<file path="src/swrk_pkg.sv">
// ----------------------------------------------------------------------------
// swrk_pkg
// types and constants of the key stack with remove by key
// ----------------------------------------------------------------------------
package swrk_pkg;

  localparam int KEY_W = 56;
  localparam int OCC_W = 5;

  typedef enum logic [1:0] {
    CMD_PUSH   = 2'd0,
    CMD_POP    = 2'd1,
    CMD_REMOVE = 2'd2
  } cmd_t;

  typedef enum logic [1:0] {
    STAT_OK        = 2'd0,
    STAT_EMPTY     = 2'd1,
    STAT_NOT_FOUND = 2'd2,
    STAT_FULL      = 2'd3
  } status_t;

  typedef enum logic [2:0] {
    S_IDLE,
    S_EXEC,
    S_SCAN,
    S_SHIFT,
    S_DONE
  } state_t;

  typedef struct packed {
    cmd_t             command;
    logic [KEY_W-1:0] key;
  } request_t;

  typedef struct packed {
    status_t          status;
    logic [OCC_W-1:0] occupancy;
  } result_t;

  typedef struct packed {
    logic rd_en;
    logic wr_en;
    logic wr_from_rd;
  } mem_ctrl_t;

endpackage

</file>
<file path="src/swrk_mem.sv">
// ----------------------------------------------------------------------------
// swrk_mem
// key store with one read and one write port and the shared key comparator
// ----------------------------------------------------------------------------
module swrk_mem import swrk_pkg::*; #(
  parameter int DEPTH = 16,
  parameter int AW    = $clog2(DEPTH)
) (
  input  logic             clk,
  input  mem_ctrl_t        ctl,
  input  logic [AW-1:0]    rd_addr,
  input  logic [AW-1:0]    wr_addr,
  input  logic [KEY_W-1:0] key,
  output logic             match
);

  logic [KEY_W-1:0] store [DEPTH];
  logic [KEY_W-1:0] rd_data;
  logic [KEY_W-1:0] wr_data;

  assign wr_data = ctl.wr_from_rd ? rd_data : key;
  assign match   = (rd_data == key);

  always_ff @(posedge clk) begin
    if (ctl.wr_en) begin
      store[wr_addr] <= wr_data;
    end
  end

  always_ff @(posedge clk) begin
    if (ctl.rd_en) begin
      rd_data <= store[rd_addr];
    end
  end

endmodule

</file>
<file path="src/swrk_ctrl.sv">
// ----------------------------------------------------------------------------
// swrk_ctrl
// sequencer: push, pop, top-down search and gap closing over the key store
// ----------------------------------------------------------------------------
module swrk_ctrl import swrk_pkg::*; #(
  parameter int DEPTH = 16,
  parameter int AW    = $clog2(DEPTH),
  parameter int CW    = $clog2(DEPTH + 1)
) (
  input  logic             clk,
  input  logic             rst,
  input  logic             req_valid,
  input  request_t         req,
  input  logic             take,
  input  logic             match,
  output logic             ready,
  output mem_ctrl_t        mctl,
  output logic [AW-1:0]    rd_addr,
  output logic [AW-1:0]    wr_addr,
  output logic [KEY_W-1:0] key,
  output logic             res_load,
  output result_t          res
);

  state_t        state, state_next;
  cmd_t          cmd;
  logic [CW-1:0] count, count_next;
  logic [AW-1:0] ptr, ptr_next;
  logic [AW-1:0] pidx, pidx_next;
  logic          pend, pend_next;
  logic          more, more_next;
  status_t       status, status_next;
  logic [CW-1:0] top_idx;

  assign top_idx = count - CW'(1);

  always_ff @(posedge clk) begin
    if (rst) begin
      state <= S_IDLE;
      count <= '0;
      pend  <= 1'b0;
      more  <= 1'b0;
    end else begin
      state <= state_next;
      count <= count_next;
      pend  <= pend_next;
      more  <= more_next;
    end
  end

  always_ff @(posedge clk) begin
    if (state == S_IDLE && req_valid) begin
      cmd <= req.command;
      key <= req.key;
    end
    ptr    <= ptr_next;
    pidx   <= pidx_next;
    status <= status_next;
  end

  always_comb begin
    state_next   = state;
    count_next   = count;
    ptr_next     = ptr;
    pidx_next    = pidx;
    pend_next    = pend;
    more_next    = more;
    status_next  = status;
    ready        = 1'b0;
    mctl         = '0;
    rd_addr      = ptr;
    wr_addr      = count[AW-1:0];
    res_load     = 1'b0;
    res.status    = status;
    res.occupancy = OCC_W'(count);
    case (state)
      S_IDLE: begin
        ready = 1'b1;
        if (req_valid) begin
          state_next = S_EXEC;
        end
      end
      S_EXEC: begin
        state_next  = S_DONE;
        status_next = STAT_OK;
        case (cmd)
          CMD_PUSH: begin
            if (count == CW'(DEPTH)) begin
              status_next = STAT_FULL;
            end else begin
              mctl.wr_en = 1'b1;
              count_next = count + CW'(1);
            end
          end
          CMD_POP: begin
            if (count == '0) begin
              status_next = STAT_EMPTY;
            end else begin
              count_next = top_idx;
            end
          end
          CMD_REMOVE: begin
            if (count == '0) begin
              status_next = STAT_NOT_FOUND;
            end else begin
              ptr_next   = top_idx[AW-1:0];
              pend_next  = 1'b0;
              more_next  = 1'b1;
              state_next = S_SCAN;
            end
          end
          default: begin
          end
        endcase
      end
      S_SCAN: begin
        if (pend && match) begin
          pend_next = 1'b0;
          if (CW'(pidx) == top_idx) begin
            count_next = top_idx;
            state_next = S_DONE;
          end else begin
            ptr_next   = pidx + AW'(1);
            more_next  = 1'b1;
            state_next = S_SHIFT;
          end
        end else if (pend && pidx == '0) begin
          pend_next   = 1'b0;
          status_next = STAT_NOT_FOUND;
          state_next  = S_DONE;
        end else begin
          mctl.rd_en = more;
          pend_next  = more;
          pidx_next  = ptr;
          more_next  = more && (ptr != '0);
          if (more) begin
            ptr_next = ptr - AW'(1);
          end
        end
      end
      S_SHIFT: begin
        wr_addr         = pidx - AW'(1);
        mctl.wr_from_rd = 1'b1;
        mctl.wr_en      = pend;
        mctl.rd_en      = more;
        pend_next       = more;
        pidx_next       = ptr;
        if (more) begin
          ptr_next  = ptr + AW'(1);
          more_next = (CW'(ptr) != top_idx);
        end
        if (!more && !pend) begin
          count_next = top_idx;
          state_next = S_DONE;
        end
      end
      S_DONE: begin
        if (take) begin
          res_load   = 1'b1;
          state_next = S_IDLE;
        end
      end
      default: begin
        state_next = S_IDLE;
      end
    endcase
  end

endmodule

</file>
<file path="src/stack_with_remove_by_key.sv">
// ----------------------------------------------------------------------------
// stack_with_remove_by_key
// bounded stack of 56-bit keys with push, pop and remove of the topmost match
// ----------------------------------------------------------------------------
// One request is handled at a time, and each yields one response with a status
// and the entry count afterwards. Push, pop and the unused command go through
// the execute state and the done state to the response register. Remove reads
// the key store through its single read port, one entry per cycle from the top
// down, then closes the gap with one read and one write per cycle. A new request
// is taken once the previous response has been loaded into the output register,
// even while that response waits.
module stack_with_remove_by_key import swrk_pkg::*; #(
  parameter int DEPTH = 16
) (
  input  logic     clk,
  input  logic     rst,
  input  logic     req_valid,
  output logic     req_stall,
  input  request_t req,
  output logic     rsp_valid,
  input  logic     rsp_stall,
  output result_t  rsp
);

  localparam int AW = $clog2(DEPTH);
  localparam int CW = $clog2(DEPTH + 1);

  mem_ctrl_t        mctl;
  logic [AW-1:0]    rd_addr;
  logic [AW-1:0]    wr_addr;
  logic [KEY_W-1:0] key;
  logic             match;
  logic             ready;
  logic             take;
  logic             res_load;
  result_t          res;

  assign req_stall = !ready;
  assign take      = !rsp_valid || !rsp_stall;

  swrk_ctrl #(.DEPTH(DEPTH), .AW(AW), .CW(CW)) u_ctrl (
    .clk      (clk),
    .rst      (rst),
    .req_valid(req_valid),
    .req      (req),
    .take     (take),
    .match    (match),
    .ready    (ready),
    .mctl     (mctl),
    .rd_addr  (rd_addr),
    .wr_addr  (wr_addr),
    .key      (key),
    .res_load (res_load),
    .res      (res)
  );

  swrk_mem #(.DEPTH(DEPTH), .AW(AW)) u_mem (
    .clk    (clk),
    .ctl    (mctl),
    .rd_addr(rd_addr),
    .wr_addr(wr_addr),
    .key    (key),
    .match  (match)
  );

  always_ff @(posedge clk) begin
    if (rst) begin
      rsp_valid <= 1'b0;
    end else if (res_load) begin
      rsp_valid <= 1'b1;
    end else if (!rsp_stall) begin
      rsp_valid <= 1'b0;
    end
  end

  always_ff @(posedge clk) begin
    if (res_load) begin
      rsp <= res;
    end
  end

endmodule

</file>
<file path="config.mk">
export PLATFORM = sky130hd
export DESIGN_NAME = stack_with_remove_by_key
export DESIGN_NICKNAME = d
export VERILOG_FILES = /design/src/swrk_pkg.sv /design/src/swrk_mem.sv /design/src/swrk_ctrl.sv /design/src/stack_with_remove_by_key.sv
export SDC_FILE = /design/constraint.sdc
export NUM_CORES = 1
export LEC_CHECK = 0
export BUFFER_PORTS_ARGS = -buffer_cell sky130_fd_sc_hd__buf_2
export CAP_MARGIN = 20
export CORE_MARGIN = 3
export CORE_UTILIZATION = 60
export CTS_CLUSTER_DIAMETER = 120
export DETAILED_ROUTE_END_ITERATION = 10
export PLACE_DENSITY_LB_ADDON = 0.08
export SETUP_SLACK_MARGIN = 0.1
export SYNTH_ARGS = -nofsm -noshare
export SYNTH_HDL_FRONTEND = slang
export SYNTH_SLANG_ARGS = --single-unit
</file>
<file path="constraint.sdc">
create_clock -name clk -period 17.57 [get_ports clk]
set_input_delay 1.757 -clock clk [delete_from_list [all_inputs] [get_ports clk]]
set_output_delay 1.757 -clock clk [all_outputs]
set_load 0.005 [all_outputs]
</file>
# After elaboration in Yosys (flattened, before gate mapping)
# Memory sizes are Yosys's and may differ from the RTL's. A register that Yosys moved wholly into a read port is not among the register bits.
# Index checks and enable logic that the tools add are counted.
[classes] addsub=6 n_eq_ne=29 mux=60 n_reduce_logical=26
[op_table] op="$eq 56x56->1" count=1
[op_table] op="$mux 56" count=1
[op_table] op="$mux 4" count=10
[op_table] op="$mux 5" count=5
[op_table] op="$mux 3" count=8
[op_table] op="$mux 1" count=21
[op_table] op="$pmux 3 s5" count=1
[op_table] op="$pmux 5 s3" count=1
[op_table] op="$reduce_and 7->1" count=2
[op_table] op="$ne 2x1->1 const B" count=6
[op_table] op="$ne 2x2->1 const B" count=6
[op_table] op="$ne 3x3->1 const B" count=4
[op_table] op="$pmux 4 s3" count=1
[op_table] op="$pmux 5 s2" count=1
[op_table] op="$reduce_and 3->1" count=3
[op_table] op="$add 4x1->4 const B" count=2
[op_table] op="$mux 2" count=4
[op_table] op="$pmux 4 s2" count=1
[op_table] op="$sub 4x1->4 const B" count=2
[op_table] op="$eq 3x2->1 const B" count=2
[op_table] op="$ne 3x1->1 const B" count=2
[op_table] op="$pmux 1 s3" count=2
[op_table] op="$pmux 2 s3" count=1
[op_table] op="$add 5x1->5 const B" count=1
[op_table] op="23 further kinds" count=33
[totals] ff_bits=86 mem_bits_rw=896 input_bits=62 out_inout_bits=9 wordCells=134 memories=1
[mem_list] memory="u_mem.store" depth=16 width=56 rd=1 rd_clocked_by_memory_dff=1 wr=1 line_no="swrk_mem.sv:17" source="logic [KEY_W-1:0] store [DEPTH];"

# Depth between registers and ports, before layout
[logic_depth] word_depth=6 depth_mapped=12 ltp_nobuf=10

# By module
# A second synthesis with hierarchy kept.
[hier_totals] cells_unflattened=1853 hier_area_um2=40248.6
[modules_own_cells] mod="swrk_mem" instances=1 cells_per_inst=1582 area_each_um2=36511.3
[modules_own_cells] mod="swrk_ctrl" instances=1 cells_per_inst=259 area_each_um2=3490.8
[modules_own_cells] mod="stack_with_remove_by_key" instances=1 cells_per_inst=12 area_each_um2=246.5

# Worst setup path before layout
# Ideal clock, no wire load.
[synth_timing] path_kind="register -> register" from="register u_ctrl.key[28]" to="register u_mem.rd_data[0], read port of u_mem.store, enable pin" setup_time_ns=0.539 arrival_time_ns=5.060 path_slack_ns=11.971 path_stages_with_launch=9 path_buffers=1 period_less_slack_ns=5.599 path_cell_list="edfxtp_1 -> xor2_1 -> nor3_1 -> nand4_1 -> nor4_1 -> nand4_2 -> buf_2 -> a21oi_1 -> nor3_1"
[synth_between] elab_chain_cells=4
[synth_lines] item="from (decl)" line_no="swrk_ctrl.sv:20" source="output logic [KEY_W-1:0] key,"
[synth_lines] item="from (signal assigned)" line_no="swrk_ctrl.sv:54" source="key <= req.key;"
[synth_lines] item="$eq 56x56->1" line_no="swrk_mem.sv:22" source="assign match = (rd_data == key);"
[synth_lines] item="$logic_and 1x1->1" line_no="swrk_ctrl.sv:117" source="if (pend && match) begin"
[synth_lines] item="$mux 1" line_no="swrk_ctrl.sv:117"
[synth_lines] item="$pmux 1 s2" line_no="swrk_ctrl.sv:76" source="case (state)"
[synth_lines] item="to (decl)" line_no="swrk_mem.sv:18" source="logic [KEY_W-1:0] rd_data;"
# No other way between the ends.
# A chain may end at the register's enable or synchronous reset.

# Worst setup path after layout
[layout_timing] from="register u_ctrl.count[0]" to="memory u_mem.store[14][47], enable pin"
[layout_between] elab_chain_cells=6 word_cells_on_any_way=7
[layout_lines] item="from (decl)" line_no="swrk_ctrl.sv:27" source="logic [CW-1:0] count, count_next;"
[layout_lines] item="from (signal assigned)" line_no="swrk_ctrl.sv:45" source="count <= count_next;"
[layout_lines] item="$eq 5x5->1" line_no="swrk_ctrl.sv:88" source="if (count == CW'(DEPTH)) begin"
[layout_lines] item="$mux 1" line_no="swrk_ctrl.sv:88"
[layout_lines] item="$mux 1" line_no="swrk_ctrl.sv:86" source="case (cmd)"
[layout_lines] item="$pmux 1 s2" line_no="swrk_ctrl.sv:76"
[layout_lines] item="$mux 1" line_no="swrk_mem.sv:25" source="if (ctl.wr_en) begin"
[layout_lines] item="$mux 1 (not written as such)" line_no="swrk_mem.sv:26" source="store[wr_addr] <= wr_data;"
[layout_lines] item="to (decl)" line_no="swrk_mem.sv:17"
# Parallel ways exist; a longest one is shown, timed or not.

==> flow_metrics.tcl <==
set metrics [dict create \
    power_leakage_uw 0.01449 \
    dpl.hpwl_mm 44.78 \
    grt_pass1_wl_mm 130.5 \
    timing.final.crit_share_pct 26.12 \
    synthesis.nets 1936 \
    worstHoldStart "u_ctrl.status[0]" \
    cp.arrival_ns 4.86 \
    start_kind "flip-flop" \
    ys_warn_count 0 \
    grt_pass1_vias 19426 \
    slew_viol_final 0 \
    layout-drive-gt1-share_pct 27.48 \
    ios 71 \
    r2r_slack_ns 12.98 \
    grt_max_degree 154 \
    htreeDepth 3 \
    place_congestion 0.7973 \
    synth.distinct_cells 56 \
    cts_buffers 104 \
    setup_ws_ns 12.98 \
    die_w_um 265.1 \
    die_h_um 265.1 \
    design_power_total_uw 5066 \
    cp.required_ns 17.84 \
    synth_top_flop_cell "edfxtp_1" \
    cts_tree "yes" \
    worstSetupEndpointType "flip-flop" \
    areaGrowthSynthToFinish_pct 12.50 \
    syn_area_sq_mm 0.04027 \
    yosysSeqAreaShare_pct 77.13 \
    r2r_cells 9 \
    vias_per_cell 6.421 \
    wl_mm 87.93 \
    rr_endpoint "u_mem.store[14][47]" \
    core_sq_mm 0.06610 \
    die_area_sq_mm 0.07026 \
    finClkSkew_ns 0.02838 \
    grt_use_total_pct 25.89 \
    timing.fmax_mhz 217.9 \
    fin_nets 2060 \
    min_path_cells 0 \
    pre_cts_ws_ns 13.02 \
    cp_max_fo 37 \
    ys_seq_elements 1038 \
    setup_violations 0 \
    hold_viol 0 \
    vias 18897 \
    dr.first_iter.drc_count 2178 \
    netlist_instances 1866 \
    cap_violations 0 \
    hold_end "rsp[5]" \
    fillers 4089 \
    io_buffers 70 \
    gr-total-overflow 0 \
    critPathKind "flip-flop to flip-flop" \
    initial_utilization_pct 60.93 \
    clock-root-buffer "clkbuf_16" \
    rsz0062_at_grt "no" \
    holdCritPathClass "flip-flop to flip-flop" \
    finalSetupTns_ns 0 \
    synth.avg_cell_area_sq_um 21.58 \
    drc 0 \
    cts-resized-gates 0 \
    peakVddDrop_mv 0.1011 \
    cts.sinks 1038 \
    antenna_found_initial 3 \
    power_density_mw_per_mm2 111.8 \
    clkTransAtPathRegs_ns 0.06 \
    cts_max_path_buffers 3 \
    async_reset_ff_share_pct 0 \
    cts_hold_buf 0 \
    antenna_left 0 \
    post-cts-setup-buffer-count 0 \
    hold_ws_ns 0.4415 \
    wire_per_inst_um 29.88 \
    relSlewSlack_pct 22.46 \
    min_period_ns 4.589 \
    drt_first_pass_iters 8 \
    worst_pin_slew_ns 1.163 \
    synth-edff-count 1027 \
    clk_latency_ns 0.66 \
    status "finished, final reports clean" \
    worstReg2RegStart "u_ctrl.count[0]" \
    core.rowCount 94 \
]
## metrics by stage
step	cells	util, %	cell area [sq um]
floorplan	1866	-	40270
global placement	2743	63.21	41780
detailed placement	2744	63.22	41790
CTS	2938	68.37	45190
global route	2942	68.54	45300
finish	2943	68.54	45310
## where the power goes
| group | leakage (uW) | internal [uW] | switching [uW] | total, uW |
|---|---|---|---|---|
| sequential | 0.00936 | 2750 | 13.4 | 2760 |
| clock | 0.00165 | 1290 | 905 | 2200 |
| combinational | 0.00348 | 30.3 | 77.5 | 108 |
| total | 0.0145 | 4070 | 996 | 5070 |
## layer usage
metal / routed length, um / share of wire, % / global-route usage, %
met5: 0 / 0 / 0
met1: 35940 / 41 / 37.99
met3: 6404 / 7.3 / 4.125
met4: 1994 / 2.3 / 7.063
met2: 43590 / 50 / 41.83
## registers in the layout (all words and copies together), names as in the netlist
| name | flops |
|---|---|
| u_ctrl.state | 3 |
| u_mem.store | 896 |
| u_ctrl.pend | 1 |
| u_ctrl.status | 2 |
| u_ctrl.count | 5 |
| u_ctrl.pidx | 4 |
| u_ctrl.more | 1 |
| u_ctrl.key | 56 |
| u_ctrl.cmd | 2 |
| rsp_valid | 1 |
| rsp | 7 |
| u_mem.rd_data | 56 |
| u_ctrl.rd_addr | 4 |
## layout make-up
type | count | area [sq um] | area share (%)
flip-flops and latches | 1038 | 31060 | 68.56
multi-input cells | 710 | 8897 | 19.64
clock buffers | 129 | 2718 | 5.998
well taps | 864 | 1081 | 2.386
repair buffers | 111 | 763.2 | 1.685
clock inverters | 65 | 690.7 | 1.524
inverters | 25 | 93.84 | 0.2071
diodes | 1 | 2.502 | 0.005523
## cells in the final DEF (no fill, tap or decap), types with 3 or more instances in the layout
master	count
clkinv_1	21
nand2b_1	6
inv_1	23
clkbuf_1	24
xnor2_1	41
inv_6	3
nor2_4	18
nor4_1	5
nor2b_1	3
buf_2	70
dfxtp_1	11
nand4_1	12
o31ai_1	3
nand2_1	177
nand3_1	12
clkbuf_16	105
xor2_1	25
buf_4	35
mux4_2	280
o22ai_1	6
mux2i_1	3
o21a_1	3
bufinv_16	13
a21oi_1	16
ha_1	8
nor2_1	18
nor3_1	11
buf_16	4
or3_1	3
o21ai_0	21
clkinvlp_4	7
clkinv_2	18
edfxtp_1	1027
## synthesized netlist by cell type (11+ instances only)
library cell	number	area [sq um]
xor2_1	25	219.0
mux4_2	280	6306
nor3_1	12	60.06
o21ai_0	22	110.1
buf_1	21	78.83
buf_2	12	60.06
clkbuf_1	59	221.5
nand4_1	12	75.07
xnor2_1	41	359.1
nand2_1	178	668.1
nor2_1	36	135.1
a21oi_1	16	80.08
inv_1	23	86.33
nand3_1	12	60.06
edfxtp_1	1027	30840
dfxtp_1	11	220.2
## cells by family (layout without fill, tap and decap cells)
group,after synthesis,count (layout),synth area share [%]
flops,1038,1038,77.13
mux,287,287,15.85
simple gates,275,275,2.964
buf+inv,118,330,1.146
compound gates,74,74,1.224
xor+xnor,66,66,1.435
fa+ha+maj,8,8,0.2486
other cells,0,1,0
## critical path, cell delays in order (launching register included)
cell       delay (ns)
dfxtp_1          0.54
inv_1            0.18
ha_1             0.27
a311oi_1         0.27
nor2_1           0.07
a2111oi_1        0.76
o21ai_0          0.42
buf_4            0.29
nor2_4           0.62
buf_4            0.73
## how the worst max path moves through the flow
stage | startpoint | endpoint | slack, ns | cells after the start
final | u_ctrl.count[0] | u_mem.store[14][47] | 12.98 | 9
after CTS | u_ctrl.count[0] | u_mem.store[14][38] | 13.01 | 9
after floorplan | u_ctrl.key[28] | u_mem.rd_data[0] | 11.97 | 8
after global placement | u_ctrl.count[0] | u_mem.store[14][38] | 12.92 | 8
after detailed placement | u_ctrl.count[0] | u_mem.store[14][38] | 13.02 | 9
after global routing | u_ctrl.count[0] | u_mem.store[14][47] | 12.70 | 9
No activity file was read; power rests on OpenSTA's default activity.
